===== src/rtl/mmx_fifo.sv =====
// Small register queue used between the front and back part and at the result side.
// Depends on nothing outside this file.
module mmx_fifo #(
  parameter int unsigned W     = 8,
  parameter int unsigned DEPTH = 2
) (
  input  logic         clk_i,
  input  logic         rst_ni,
  input  logic         push_i,
  output logic         full_o,
  input  logic [W-1:0] data_i,
  input  logic         pop_i,
  output logic         empty_o,
  output logic [W-1:0] data_o
);

  localparam int unsigned PW = (DEPTH > 1) ? $clog2(DEPTH) : 1;
  localparam int unsigned CW = $clog2(DEPTH + 1);

  logic [W-1:0]  mem_q [DEPTH];
  logic [PW-1:0] wr_ptr_q, wr_ptr_d;
  logic [PW-1:0] rd_ptr_q, rd_ptr_d;
  logic [CW-1:0] count_q, count_d;
  logic          do_push, do_pop;

  assign full_o  = (count_q == CW'(DEPTH));
  assign empty_o = (count_q == '0);
  assign do_push = push_i && !full_o;
  assign do_pop  = pop_i && !empty_o;
  assign data_o  = mem_q[rd_ptr_q];

  always_comb begin
    wr_ptr_d = wr_ptr_q;
    rd_ptr_d = rd_ptr_q;
    count_d  = count_q;
    if (do_push) begin
      wr_ptr_d = (wr_ptr_q == PW'(DEPTH - 1)) ? '0 : wr_ptr_q + PW'(1);
    end
    if (do_pop) begin
      rd_ptr_d = (rd_ptr_q == PW'(DEPTH - 1)) ? '0 : rd_ptr_q + PW'(1);
    end
    if (do_push && !do_pop) begin
      count_d = count_q + CW'(1);
    end else if (do_pop && !do_push) begin
      count_d = count_q - CW'(1);
    end
  end

  always_ff @(posedge clk_i or negedge rst_ni) begin
    if (!rst_ni) begin
      wr_ptr_q <= '0;
      rd_ptr_q <= '0;
      count_q  <= '0;
    end else begin
      wr_ptr_q <= wr_ptr_d;
      rd_ptr_q <= rd_ptr_d;
      count_q  <= count_d;
    end
  end

  always_ff @(posedge clk_i) begin
    if (do_push) begin
      mem_q[wr_ptr_q] <= data_i;
    end
  end

  a_count_bound: assert property (@(posedge clk_i) disable iff (!rst_ni)
    count_q <= CW'(DEPTH))
    else $error("queue holds more items than its depth");

endmodule


===== config.mk =====
export PLATFORM = sky130hd
export DESIGN_NAME = mmx_fifo
export DESIGN_NICKNAME = d
export VERILOG_FILES = /design/src/rtl/mmx_fifo.sv
export SDC_FILE = /design/constraint.sdc
export NUM_CORES = 1
export LEC_CHECK = 0
export BUFFER_PORTS_ARGS = -buffer_cell sky130_fd_sc_hd__buf_2
export CAP_MARGIN = 20
export CORE_UTILIZATION = 43
export CTS_CLUSTER_SIZE = 20
export DETAILED_ROUTE_END_ITERATION = 10
export PLACE_DENSITY = 0.78
export REMOVE_ABC_BUFFERS = 1
export SYNTH_ARGS = -nofsm -noshare
export SYNTH_HDL_FRONTEND = slang
export SYNTH_SLANG_ARGS = --single-unit

===== constraint.sdc =====
create_clock -name clk_i -period 2.2 [get_ports clk_i]
set_clock_uncertainty 0.15 [all_clocks]
set_input_delay 0.22 -clock clk_i [delete_from_list [all_inputs] [get_ports clk_i]]
set_output_delay 0.22 -clock clk_i [all_outputs]
set_load 0.01 [all_outputs]

==> metrics.yaml <==
wl_mm: 1.18
met2_length_um: 692
power.density_nw_per_um2: 1230
synth.most_common_cell: "edfxtp_1"
nets: 92
synth-seq-cells: 20
worst_ep_required_time_ns: 1.83
wl_per_cell_um: 11.4
crit_buf_inv: 1
hold_class: "input port to flip-flop"
synth-seq-area-share_pct: 74.2
antenna_cells: 0
ys_warn_count: 0
vdd_ir_drop_max_uv: 727
grt_pass1_vias: 446
numPortBuffers: 21
global_route.usage.total_pct: 13.2
crit_fanout: 9
fmaxAchievable_mhz: 566
core.rowCount: 15
max_cap_violations: 0
vias_per_cell: 4.54
synth_top_area_cell: "edfxtp_1"
clkSinkCount: 20
finalSetupViolCount: 0
synthFlopType: "edfxtp_1"
cpPeakStageDelay_ns: 0.60
dr.max_layer_used: "met3"
clk_latency_ns: 0.29
fp.dieW_um: 44.6
endpoint_kind: "primary output"
tns_ns: 0
detail-route-antenna-nets: 0
drcViolationCount: 0
drt-met1-wl_um: 434
initial_core_util_pct: 45.8
dieArea_um2: 1990
ys_async_sr_fraction_pct: 20.0
vias: 468
start_kind: "flip-flop"
cts_buffers: 3
core-area_um2: 1710
hold_ws_ns: 0.0486
critPathTopFamily: "flip-flops"
fin_crit_ns: 1.77
ctsHoldBuffers: 9
gp_congestion: 0.575
post-place-ws_ns: 0.535
period_share_pct: 80.3
synth.distinct_cells: 15
fin_ws_ns: 0.434
syn_inst: 44
synth_area_leaders: "edfxtp_1 (61%), dfrtp_1 (13%), mux2_1 (8.6%)"
syn_area_um2: 782
die_h_um: 44.6
synth_edf_count: 16
tightest_slew_ns: 0.402
layout-drive-gt1-share_pct: 38.5
synth_commonest_cells: "edfxtp_1 (16), mux2_1 (6), dfrtp_1 (4)"
criticalPathCategory: "flip-flop to primary output"
grt_first_pass_wirelength_mm: 1.80
relSlewSlack_pct: 73.2
antenna_found_initial: 0
syn2layout_area_growth_pct: 36.0
synth_area_per_cell_um2: 17.8
p_total_w: 0.00130
p_leak_nw: 0.445
cts_tree: "yes"
wl_met3_um: 52
overflow: 0
drt_first_pass_iters: 4
ios: 22
dp_hpwl_um: 813
post_cts_buffers: 0
drv_slew: 0
timing_hold_violations_final: 0
cts_max_level: 1
clockBufferDepth: 2
critPathArrivalTime_ns: 1.40
root_buffer: "clkbuf_4"
path_cells: "mux2_2, buf_2"
cpMaxStageDelayCell: "dfrtp_1"
grt_max_degree: 13
status: "finished, final reports clean"
path_clk_slew_ns: 0.11
synth_top_area_share_pct: 61.4
rsz0062_at_grt: "false"
detail_route.iter0.violations: 4
post_cts_resized: 0
[per-stage QoR]
step | utilization, % | area, µm² | cells
after floorplan | - | 777 | 43
after global placement | 53.9 | 921 | 90
after detailed placement | 53.9 | 921 | 90
after CTS | 62.3 | 1060 | 103
after global routing | 62.3 | 1060 | 103
final | 62.3 | 1060 | 103
[flip-flops by register name, indices dropped and copies added, names as in the netlist]
signal and count:
mem_q 16, count_q 2, rd_ptr_q 1, wr_ptr_q 1
[cell families (layout without fill, tap and decap cells)]
kind of cell,Yosys count,after routing,synth area share [%]
xor gates and xnor gates,5,5,6.56
buffers and inverters,3,37,1.60
DFF,20,20,74.2
and+or+nand+nor,6,6,3.84
AOI/OAI and AO/OA,1,1,0.639
adders and majority gates,1,1,1.60
muxes,8,8,11.5
[path summary, 6_finish.rpt]
kind	startpoint	to	slack (ns)	cells past startpoint
setup / recovery	rd_ptr_q	data_o[2]	0.43	2
hold reg to reg	wr_ptr_q	wr_ptr_q	0.38	1
setup reg to reg	count_q[0]	count_q[1]	0.55	7
max in group asynchronous	rst_ni	rd_ptr_q	1.69	2
hold / removal	push_i	wr_ptr_q	0.05	3
min in group asynchronous	rst_ni	wr_ptr_q	0.08	2
[tightest hold or removal path, stage by stage]
cell     delay (ns)
buf_2          0.11
nand2_2        0.08
xnor2_2        0.06
[area by class of cell]
class | instances | area [µm²]
clock inverter | 1 | 30.0
tap | 25 | 31.3
multi-input combinational | 21 | 189
clock buffer | 3 | 22.5
fill | 144 | 644
sequential | 20 | 581
inverter | 2 | 7.51
timing repair buffer | 31 | 203
[routing by layer]
metal / vias up / global-route usage (%)
li1: 227 / -
met1: 224 / 15.0
met2: 17 / 23.2
met3: 0 / 2.45
met4: 0 / 7.27
met5: - / 0
[placed cells by master, fill, tap and decap left out]
master	n
mux2_1	6
and3_1	1
buf_2	21
edfxtp_1	16
nor2_1	3
o21ai_1	1
xnor2_2	1
mux2_2	2
xor2_1	2
dfrtp_1	4
buf_4	1
ha_1	1
dlygate4sd3_1	9
bufinv_16	1
inv_1	2
nand2b_1	1
xnor2_1	2
nand2_2	1
clkbuf_4	3
[power by group]
group          switching [W]  total, W  internal, W
clock               0.000105  0.000289     0.000184
combinational       0.000189  0.000402     0.000212
sequential         0.0000839  0.000612     0.000528
Note: power is estimated with default switching activity, not from simulation.
