$ cat src/rtl/mmx_pkg.sv
// Shared types and constants of the metatile map expander.
// Depends on nothing; the front, back and top files and the testbench refer to it by scoped names.
package mmx_pkg;

  localparam int unsigned MAP_BYTES_DFLT = 16384;
  localparam int unsigned CFG_IDX_W      = 3;
  localparam int unsigned CFG_DATA_W     = 11;
  localparam int unsigned CMDQ_DEPTH     = 2;
  localparam int unsigned RESQ_DEPTH     = 4;

  typedef enum logic [CFG_IDX_W-1:0] {
    REG_MAP_WIDTH   = 3'd0,
    REG_MAP_HEIGHT  = 3'd1,
    REG_HAS_UPPER   = 3'd2,
    REG_USE_PLANE_A = 3'd3,
    REG_BYTE_TILES  = 3'd4,
    REG_TILE_BASE   = 3'd5
  } mmx_reg_e;

  // Map dimensions are already clamped to 1..256 here.
  typedef struct packed {
    logic [8:0]  width;
    logic [8:0]  height;
    logic        has_upper;
    logic        use_plane_a;
    logic        byte_tiles;
    logic [10:0] tile_base;
  } mmx_cfg_t;

  typedef struct packed {
    logic       is_load;
    logic [7:0] data;
    logic [4:0] col_half;
    logic [3:0] row_half;
    logic       layer;
    logic       zero_tile;
  } mmx_cmd_t;

  typedef struct packed {
    logic        plane;
    logic [5:0]  column;
    logic [4:0]  row;
    logic [10:0] tile_index;
    logic        last;
  } mmx_res_t;

endpackage

$ cat src/rtl/mmx_front.sv
// Front part: accepts items, wraps the map cell and forms the store address.
// Depends on mmx_pkg for the configuration and command types.
module mmx_front #(
  parameter int unsigned MAP_BYTES = mmx_pkg::MAP_BYTES_DFLT,
  localparam int unsigned AW       = $clog2(MAP_BYTES)
) (
  input  logic             clk_i,
  input  logic             rst_ni,
  input  mmx_pkg::mmx_cfg_t cfg_i,
  input  logic             push_i,
  output logic             full_o,
  input  logic             mode_i,
  input  logic [13:0]      load_address_i,
  input  logic [7:0]       load_byte_i,
  input  logic [15:0]      cell_x_i,
  input  logic [15:0]      cell_y_i,
  input  logic             layer_i,
  output logic             cmd_valid_o,
  input  logic             cmd_ready_i,
  output mmx_pkg::mmx_cmd_t cmd_o,
  output logic [AW-1:0]    cmd_addr_o
);

  typedef enum logic [4:0] {
    F_IDLE = 5'b00001,
    F_DIV  = 5'b00010,
    F_MUL  = 5'b00100,
    F_SUM  = 5'b01000,
    F_SEND = 5'b10000
  } front_state_e;

  front_state_e state_q, state_d;

  logic        is_load_q;
  logic [7:0]  data_q;
  logic [15:0] xs_q, ys_q;
  logic [8:0]  rx_q, ry_q;
  logic [3:0]  cnt_q;
  logic [4:0]  col_q;
  logic [3:0]  row_q;
  logic        layer_q;
  logic [15:0] prod_q, wh_q, idx_q;

  logic        accept;
  logic [9:0]  rx_sh, ry_sh;
  logic [8:0]  rx_next, ry_next;
  logic [17:0] prod_full, wh_full;
  logic [16:0] low_sum;
  logic [15:0] up_sum;
  logic [16:0] addr_wide;

  assign full_o = (state_q != F_IDLE);
  assign accept = push_i && !full_o;

  // One bit of each remainder a cycle
  assign rx_sh   = {rx_q, xs_q[15]};
  assign ry_sh   = {ry_q, ys_q[15]};
  assign rx_next = (rx_sh >= {1'b0, cfg_i.width})  ? 9'(rx_sh - {1'b0, cfg_i.width})
                                                  : rx_sh[8:0];
  assign ry_next = (ry_sh >= {1'b0, cfg_i.height}) ? 9'(ry_sh - {1'b0, cfg_i.height})
                                                  : ry_sh[8:0];

  assign prod_full = ry_q * cfg_i.width;
  assign wh_full   = cfg_i.width * cfg_i.height;
  assign low_sum   = {8'b0, rx_q} + {1'b0, prod_q};
  assign up_sum    = low_sum[15:0] + wh_q;

  // Word tiles take the high byte at twice the index
  assign addr_wide = (is_load_q || cfg_i.byte_tiles) ? {1'b0, idx_q} : {idx_q, 1'b0};

  assign cmd_valid_o       = (state_q == F_SEND);
  assign cmd_addr_o        = addr_wide[AW-1:0];
  assign cmd_o.is_load     = is_load_q;
  assign cmd_o.data        = data_q;
  assign cmd_o.col_half    = col_q;
  assign cmd_o.row_half    = row_q;
  assign cmd_o.layer       = layer_q;
  assign cmd_o.zero_tile   = layer_q && !cfg_i.has_upper;

  always_comb begin
    state_d = state_q;
    case (state_q)
      F_IDLE: begin
        if (accept) begin
          state_d = mode_i ? F_DIV : F_SEND;
        end
      end
      F_DIV: begin
        if (cnt_q == '0) begin
          state_d = F_MUL;
        end
      end
      F_MUL:  state_d = F_SUM;
      F_SUM:  state_d = F_SEND;
      F_SEND: begin
        if (cmd_ready_i) begin
          state_d = F_IDLE;
        end
      end
      default: state_d = F_IDLE;
    endcase
  end

  always_ff @(posedge clk_i or negedge rst_ni) begin
    if (!rst_ni) begin
      state_q <= F_IDLE;
    end else begin
      state_q <= state_d;
    end
  end

  always_ff @(posedge clk_i) begin
    case (state_q)
      F_IDLE: begin
        if (accept) begin
          is_load_q <= !mode_i;
          data_q    <= load_byte_i;
          idx_q     <= {2'b0, load_address_i};
          xs_q      <= cell_x_i;
          ys_q      <= cell_y_i;
          rx_q      <= '0;
          ry_q      <= '0;
          cnt_q     <= '1;
          col_q     <= cell_x_i[4:0];
          row_q     <= cell_y_i[3:0];
          layer_q   <= layer_i;
        end
      end
      F_DIV: begin
        rx_q  <= rx_next;
        ry_q  <= ry_next;
        xs_q  <= {xs_q[14:0], 1'b0};
        ys_q  <= {ys_q[14:0], 1'b0};
        cnt_q <= cnt_q - 4'd1;
      end
      F_MUL: begin
        prod_q <= prod_full[15:0];
        wh_q   <= wh_full[15:0];
      end
      F_SUM: begin
        idx_q <= layer_q ? up_sum : low_sum[15:0];
      end
      default: begin
      end
    endcase
  end

  a_rem_below_div: assert property (@(posedge clk_i) disable iff (!rst_ni)
    state_q == F_DIV |-> (rx_q < cfg_i.width) && (ry_q < cfg_i.height))
    else $error("remainder reached the divisor");

  a_draw_starts_div: assert property (@(posedge clk_i) disable iff (!rst_ni)
    accept && mode_i |=> state_q == F_DIV)
    else $error("draw item did not start the wrap");

endmodule

$ cat config.mk
export PLATFORM = sky130hd
export DESIGN_NAME = mmx_front
export DESIGN_NICKNAME = d
export VERILOG_FILES = /design/src/rtl/mmx_pkg.sv /design/src/rtl/mmx_front.sv
export SDC_FILE = /design/constraint.sdc
export NUM_CORES = 1
export LEC_CHECK = 0
export ABC_AREA = 1
export BUFFER_PORTS_ARGS = -buffer_cell sky130_fd_sc_hd__buf_2
export CAP_MARGIN = 20
export CORE_MARGIN = 4
export CORE_UTILIZATION = 26
export DETAILED_ROUTE_END_ITERATION = 8
export SYNTH_ARGS = -nofsm -noshare
export SYNTH_HDL_FRONTEND = slang
export SYNTH_SLANG_ARGS = --single-unit
export TNS_END_PERCENT = 1
$ cat constraint.sdc
create_clock -name clk_i -period 8.4 [get_ports clk_i]
set_input_delay 0.42 -clock clk_i [delete_from_list [all_inputs] [get_ports clk_i]]
set_output_delay 0.42 -clock clk_i [all_outputs]
set_load 0.01 [all_outputs]
==> qor.txt, run 1 <==
Syn avg cell area - 8.09 sq um
Remaining Overflow, GRT - 0
Die Area - 48600 sq um
Worst slew margin - 41.9%
CP top delay family - adder cells
Die Y - 220 microns
P_leak - 7.00 nW
Min-delay src - load_byte_i[1]
Crit-path cells - nand2_1 -> fa_1 -> fa_1 -> inv_1 -> fa_1 -> inv_1 -> fa_1 -> inv_1 -> ha_1 -> inv_1 -> nor3_1 -> nand3_1 -> o2111ai_1 -> nand3b_1 -> nand2_1
# rows - 77
Max-cap violations - 0
Routability cong. - 0.872
Seq/Total Area, Yosys - 30.5%
Fraction of layout cells with a size suffix above 1 - 12.4%
GRT Util Overall - 11.7%
Die width - 220 microns
Largest stage delay on the critical path - 640 ps
Most frequent cells in the layout - nand2_1, inv_1, edfxtp_1, buf_2, fa_1
FF-to-FF path depth - 15
Worst hold path type - in -> reg
Synthesized Nets - 1727
Clock group share of total power - 14.2%
Most common cell after layout, fill and taps aside - nand2_1
Routed WL - 27.8 mm
Status - finished, final reports clean
Core area - 44400 sq um
CTS sink cnt - 120
Sequential share of power - 22.3%
Initial Util - 26.4%
Largest net degree at the start of global routing - 55
FMAX - 0.224 GHz
Post-Synth Adder-Cell Area - 25.7%
Syn. warnings - 0
Critical R2R Launch - ry_q[3]
DR DRC count - 0
Clock Tree Buf Depth - 2
Peak VDD IR - 0.236 mV
Number of buffers created by CTS - 17
Post-synth top area share - 29.4%
Fill cells - 4671
Ys async rst share - 4.17%
PwrDens - 373 nW/um^2
Via density - 4.36
Xor/xnor cell area share of the yosys netlist - 3.73%
Hold EP - data_q[1]
CP max-delay cell - edfxtp_1
H-tree depth - 4
IO Pins - 128
Mux cell area share after synthesis - 0.0960%
Worst slew pin tran - 865 ps
Synth Area in Compound Gates - 6.44%
Clk Latency, worst-skew pair - 430 ps
Library cells used by synthesis - 45
Nets - 1817
Biggest area consumer among synthesized cells - edfxtp_1
Number of input and output port buffers inserted - 115
Hold Crit Depth - 1
Yosys reg bits - 120
EDFF count, synth - 115
Clock Skew - 13.5 ps
Critical Path AT - 4630 ps
Fraction of the mapped netlist area in simple logic gates - 20.9%
Crit start category - register
Final max-slew violation count - 0
Synth Cell Area - 11700 sq um
Iteration-0 DRC Markers - 497
1st-pass router iterations - 5
Min Hold Slack - 165 ps
Combinational Power Share - 63.5%
Clock slew at reported path FFs - 60 ps
Crit end category - register
Final Hold Fails - 0
Synth-to-Final Area Change - 14.7%
WP buf/inv - 4
Final setup violation count - 0
Reg-to-Reg End - prod_q[13]
Net Sw Frac - 47.5%
Unrepaired setup endpoints after global routing - false
Post-Synthesis Cells - 1450
Antenna-violating nets left - 0
Vias in the first global route - 9487
First-pass GRT wire length - 45.9 mm
Post-cts sizing count - 0
Synth top area cells - edfxtp_1, fa_1, nand2_1, inv_1, ha_1
TritonCTS clock tree - done
WL/cell - 12.9 microns
WP data required - 8560 ps
Setup TNS - 0 ps
Clock root buffer - clkbuf_16
Detailed Place HPWL - 21.5 mm
Routed vias - 9357
Clock period minus worst slack - 4470 ps
Critical path fanouts, max - 11
Final period util - 53.2%
R2r setup slk - 3930 ps
Int Pwr - 2.64 mW
Ys flop type - edfxtp_1
CP Class - reg -> reg
Initial antenna violation count - 3
Main combinational cell family by area after synthesis - adder cells
NetSw - 2.39 mW
logic make-up after synthesis:
kind of cell / Yosys count
AO/OA/AOI/OAI: 134
buffers and inverters: 374
XOR/XNOR: 50
multiplexers: 1
AND/OR/NAND/NOR: 586
adder cells (fa/ha/maj): 185
flip-flops: 120
worst max-delay path by stage:
stage                   start    endpoint  slack (ps)  cells after the start
finish                ry_q[3]  prod_q[13]        3930                     15
floorplan           cfg_i[25]    wh_q[11]        3900                     19
global route          ry_q[3]  prod_q[13]        3630                     15
detailed placement  cfg_i[24]    wh_q[11]        3790                     18
CTS                   ry_q[3]  prod_q[13]        3910                     15
global placement    cfg_i[25]    wh_q[11]        3800                     18
registers in the layout, indices dropped and copies added (netlist names), 5 cells and up:
register	flops
wh_q	14
data_q	8
ys_q	16
ry_q	9
idx_q	14
state_q	5
rx_q	9
xs_q	16
col_q	5
prod_q	14
power groups by stage:
| stage | sequential, mW | combinational [mW] | clock (mW) |
|---|---|---|---|
| 3_3_place_gp | 1.13 | 3.11 | 0 |
| 3_5_place_dp | 1.14 | 3.19 | 0 |
| 4_1_cts | 1.13 | 3.21 | 0.734 |
| 6_report | 1.12 | 3.19 | 0.713 |
| 2_1_floorplan | 1.07 | 2.53 | 0 |
| 5_1_grt | 1.14 | 3.74 | 0.762 |
cells in the mapped netlist (4+ instances only):
master and instances:
a21oi_1 64, buf_2 15, buf_4 5, clkbuf_1 26
dfrtp_1 4, edfxtp_1 115, fa_1 94, ha_1 91
inv_1 319, inv_2 4, nand2_1 423, nand2_2 7
nand3_1 59, nand4_1 12, nor2_1 55, nor2_2 4
nor3_1 7, o211ai_1 4, o21ai_0 45, o21ai_2 4
xnor2_1 13, xor2_1 37
per-layer routing:
metal | track usage [%] | vias up | wire length [microns]
met1 | 14.6 | 4488 | 12300
met2 | 20.4 | 170 | 13700
li1 | - | 4651 | -
met3 | 2.24 | 44 | 1160
met4 | 3.56 | 4 | 537
met5 | 0 | - | 20
repair_timing:
action	in CTS	in global routing
hold endpoints to repair	5	0
setup buffers	0	0
hold buffers	1	0
area by class of cell:
cell class / count / area [sq um] / area share (%)
Antenna cell: 2 / 5.00 / 0.0372
Multi-Input combinational cell: 956 / 6690 / 49.7
Timing Repair Buffer: 122 / 671 / 4.98
Clock inverter: 12 / 128 / 0.948
Sequential cell: 120 / 3580 / 26.6
Inverter: 323 / 1210 / 9.01
Clock buffer: 20 / 437 / 3.24
Tap cell: 592 / 741 / 5.50
through the flow:
stage	setup slack (ps)	util (%)	instances	area, sq um	power [mW]
finish	3930	30.3	2147	13500	5.03
global route	3630	30.3	2145	13500	5.65
CTS	3910	30.2	2143	13400	5.07
detailed placement	3790	28.9	2110	12800	4.33
global placement	3800	28.9	2110	12800	4.24
floorplan	3900	-	1450	11700	3.61
(Power assumes the default switching activity.)
==> run 2: changes to the inputs <==
clock period = 3.65 ns   (was 8.4 ns; I/O delays follow)
==> run 2 against run 1 <==
  * The run now ends with setup timing left
  * Sequential share of layout area decreased by 2.2 points
  * Clock skew down 0.90 ps
  * Sequential power is 130% higher
  * Critical path type unchanged
  * Critical endpoint is now prod_q[11]
  * Highest routed layer unchanged
==> qor.txt, run 2 (synthesis gave the netlist of run 1 again) <==
Status - finished with violations
Failing checks - setup timing
Fraction of layout cells with a size suffix above 1 - 20.0%
Routed WL - 29.3 mm
Detailed Place HPWL - 23.4 mm
Nets - 1938
Top Registers - xs_q x16, ys_q x16
Setup ws final - -377 ps
Area post-placement - 13600 sq um
Clk Latency, worst-skew pair - 420 ps
Layout Cells excl Fill - 2267
Seq. cell area - 3580 sq um
Clock slew at reported path FFs - 60 ps
Synth-to-Final Area Change - 25.0%
Core area - 44400 sq um
Post-route cell area - 14700 sq um
Combinational Power Share - 69.8%
Final max-slew violation count - 0
Unrepaired setup endpoints after global routing - true
Clock Tree Buf Depth - 2
Placed Cells - 2204
Worst slew margin - 43.2%
Via density - 4.23
NetSw - 6.28 mW
Most common cell after layout, fill and taps aside - nand2_1
Multi-input gate area - 6890 sq um
Antenna-violating nets left - 0
Largest net degree at the start of global routing - 51
Critical Path AT - 4190 ps
1st-pass router iterations - 7
Max-cap violations - 0
Worst hold path type - in -> reg
H-tree depth - 4
First-pass GRT wire length - 48.0 mm
Routability cong. - 0.920
Iteration-0 DRC Markers - 455
Fill cells - 4592
Die width - 220 microns
Number of input and output port buffers inserted - 115
Critical path fanouts, max - 5
Die Area - 48600 sq um
Net Sw Frac - 45.0%
# rows - 77
GRT Util Overall - 12.3%
Peak VDD IR - 0.774 mV
Die Y - 220 microns
Min Hold Slack - 27.0 ps
Final period util - 110%
Remaining Overflow, GRT - 0
WP data required - 3820 ps
Clock group share of total power - 12.2%
PwrDens - 951 nW/um^2
Final Hold Fails - 0
Clock Skew - 12.6 ps
Most frequent cells in the layout - nand2_1, inv_1, edfxtp_1
Final setup violation count - 6
Vias in the first global route - 9722
CP Class - reg -> reg
FMAX - 0.248 GHz
Initial antenna violation count - 3
DR DRC count - 0
Finished Core Util - 33.0%
TritonCTS clock tree - done
WL/cell - 12.9 microns
Clock root buffer - clkbuf_16
Sequential share of power - 18.0%
P_leak - 7.61 nW
Crit start category - register
Worst slew pin tran - 849 ps
Clock period minus worst slack - 4030 ps
Crit end category - register
CTS sink cnt - 120
Initial Util - 26.4%
Int Pwr - 7.67 mW
Number of buffers created by CTS - 17
Routed vias - 9595
IO Pins - 128
run 2: cell count changes in the layout (fill, tap and decap cells not counted), moves of 5 or more:
cell,previous run,this run
dlygate4sd3_1,1,19
nand2_1,422,417
ha_4,0,8
ha_1,91,83
inv_1,319,311
buf_4,4,103
a21oi_1,64,55
a21oi_2,1,9
inv_2,4,12
run 2: worst max-delay path, cell delays in order (launching register included):
cell	delay, ps
edfxtp_1	470
buf_4	200
nand2_1	60
inv_1	50
fa_1	450
fa_1	500
fa_1	540
inv_1	50
fa_1	490
inv_2	50
ha_4	230
a21oi_2	160
o21ai_2	90
a21oi_2	140
o21ai_1	70
nand2_1	70
nand2_1	50
nand2_1	50
nand2_1	50
run 2: path summary, 6_finish.rpt:
check | from | endpoint | slack, ps | cells after the start
min in group asynchronous | rst_ni | state_q[3] | 130 | 2
hold reg to reg | ys_q[10] | ys_q[11] | 520 | 2
max in group asynchronous | rst_ni | state_q[0] | 3310 | 2
hold / removal | cell_x_i[10] | xs_q[10] | 30 | 3
setup reg to reg | ry_q[4] | prod_q[11] | -380 | 18
setup / recovery | ry_q[4] | prod_q[11] | -380 | 18
run 2: repair_timing:
| action | in CTS | in global routing |
|---|---|---|
| hold buffers | 19 | 0 |
| buffers inserted | 7 | 3 |
| setup endpoints to repair | 8 | 12 |
| gates resized for setup | 12 | 20 |
| endpoints found under the hold margin | 23 | 0 |
| pin swaps | 11 | 5 |
run 2: per-layer routing:
layer,routed length [microns],GRT usage [%],vias to the layer above
li1,-,-,4899
met1,13200,15.8,4507
met2,14500,21.3,159
met3,1200,2.27,26
met4,357,3.08,4
met5,27,0,-
run 2: through the flow:
step	TNS, ps	worst slack, ps	total power, mW
finish	-1660	-377	13.9
global route	-3010	-580	15.5
CTS	-1680	-334	13.6
detailed placement	-3640	-374	11.5
global placement	-3050	-345	11.3
floorplan	-1790	-223	8.74
run 2: layout make-up:
type	instances	share of cell area, %
antenna	1	0.0171
clock buffer	18	2.93
clock inverter	14	1.07
inverter	323	8.27
multi-input combinational	956	47.0
sequential	120	24.4
tap	592	5.05
timing repair buffer	243	11.3
run 2: power by group through the flow:
| stage | clock [mW] | sequential [mW] | combinational [mW] |
|---|---|---|---|
| after floorplan | 0 | 2.47 | 6.27 |
| after global placement | 0 | 2.54 | 8.74 |
| after detailed placement | 0 | 2.55 | 8.94 |
| after CTS | 1.75 | 2.52 | 9.36 |
| after global routing | 1.81 | 2.56 | 11.2 |
| final | 1.70 | 2.52 | 9.74 |
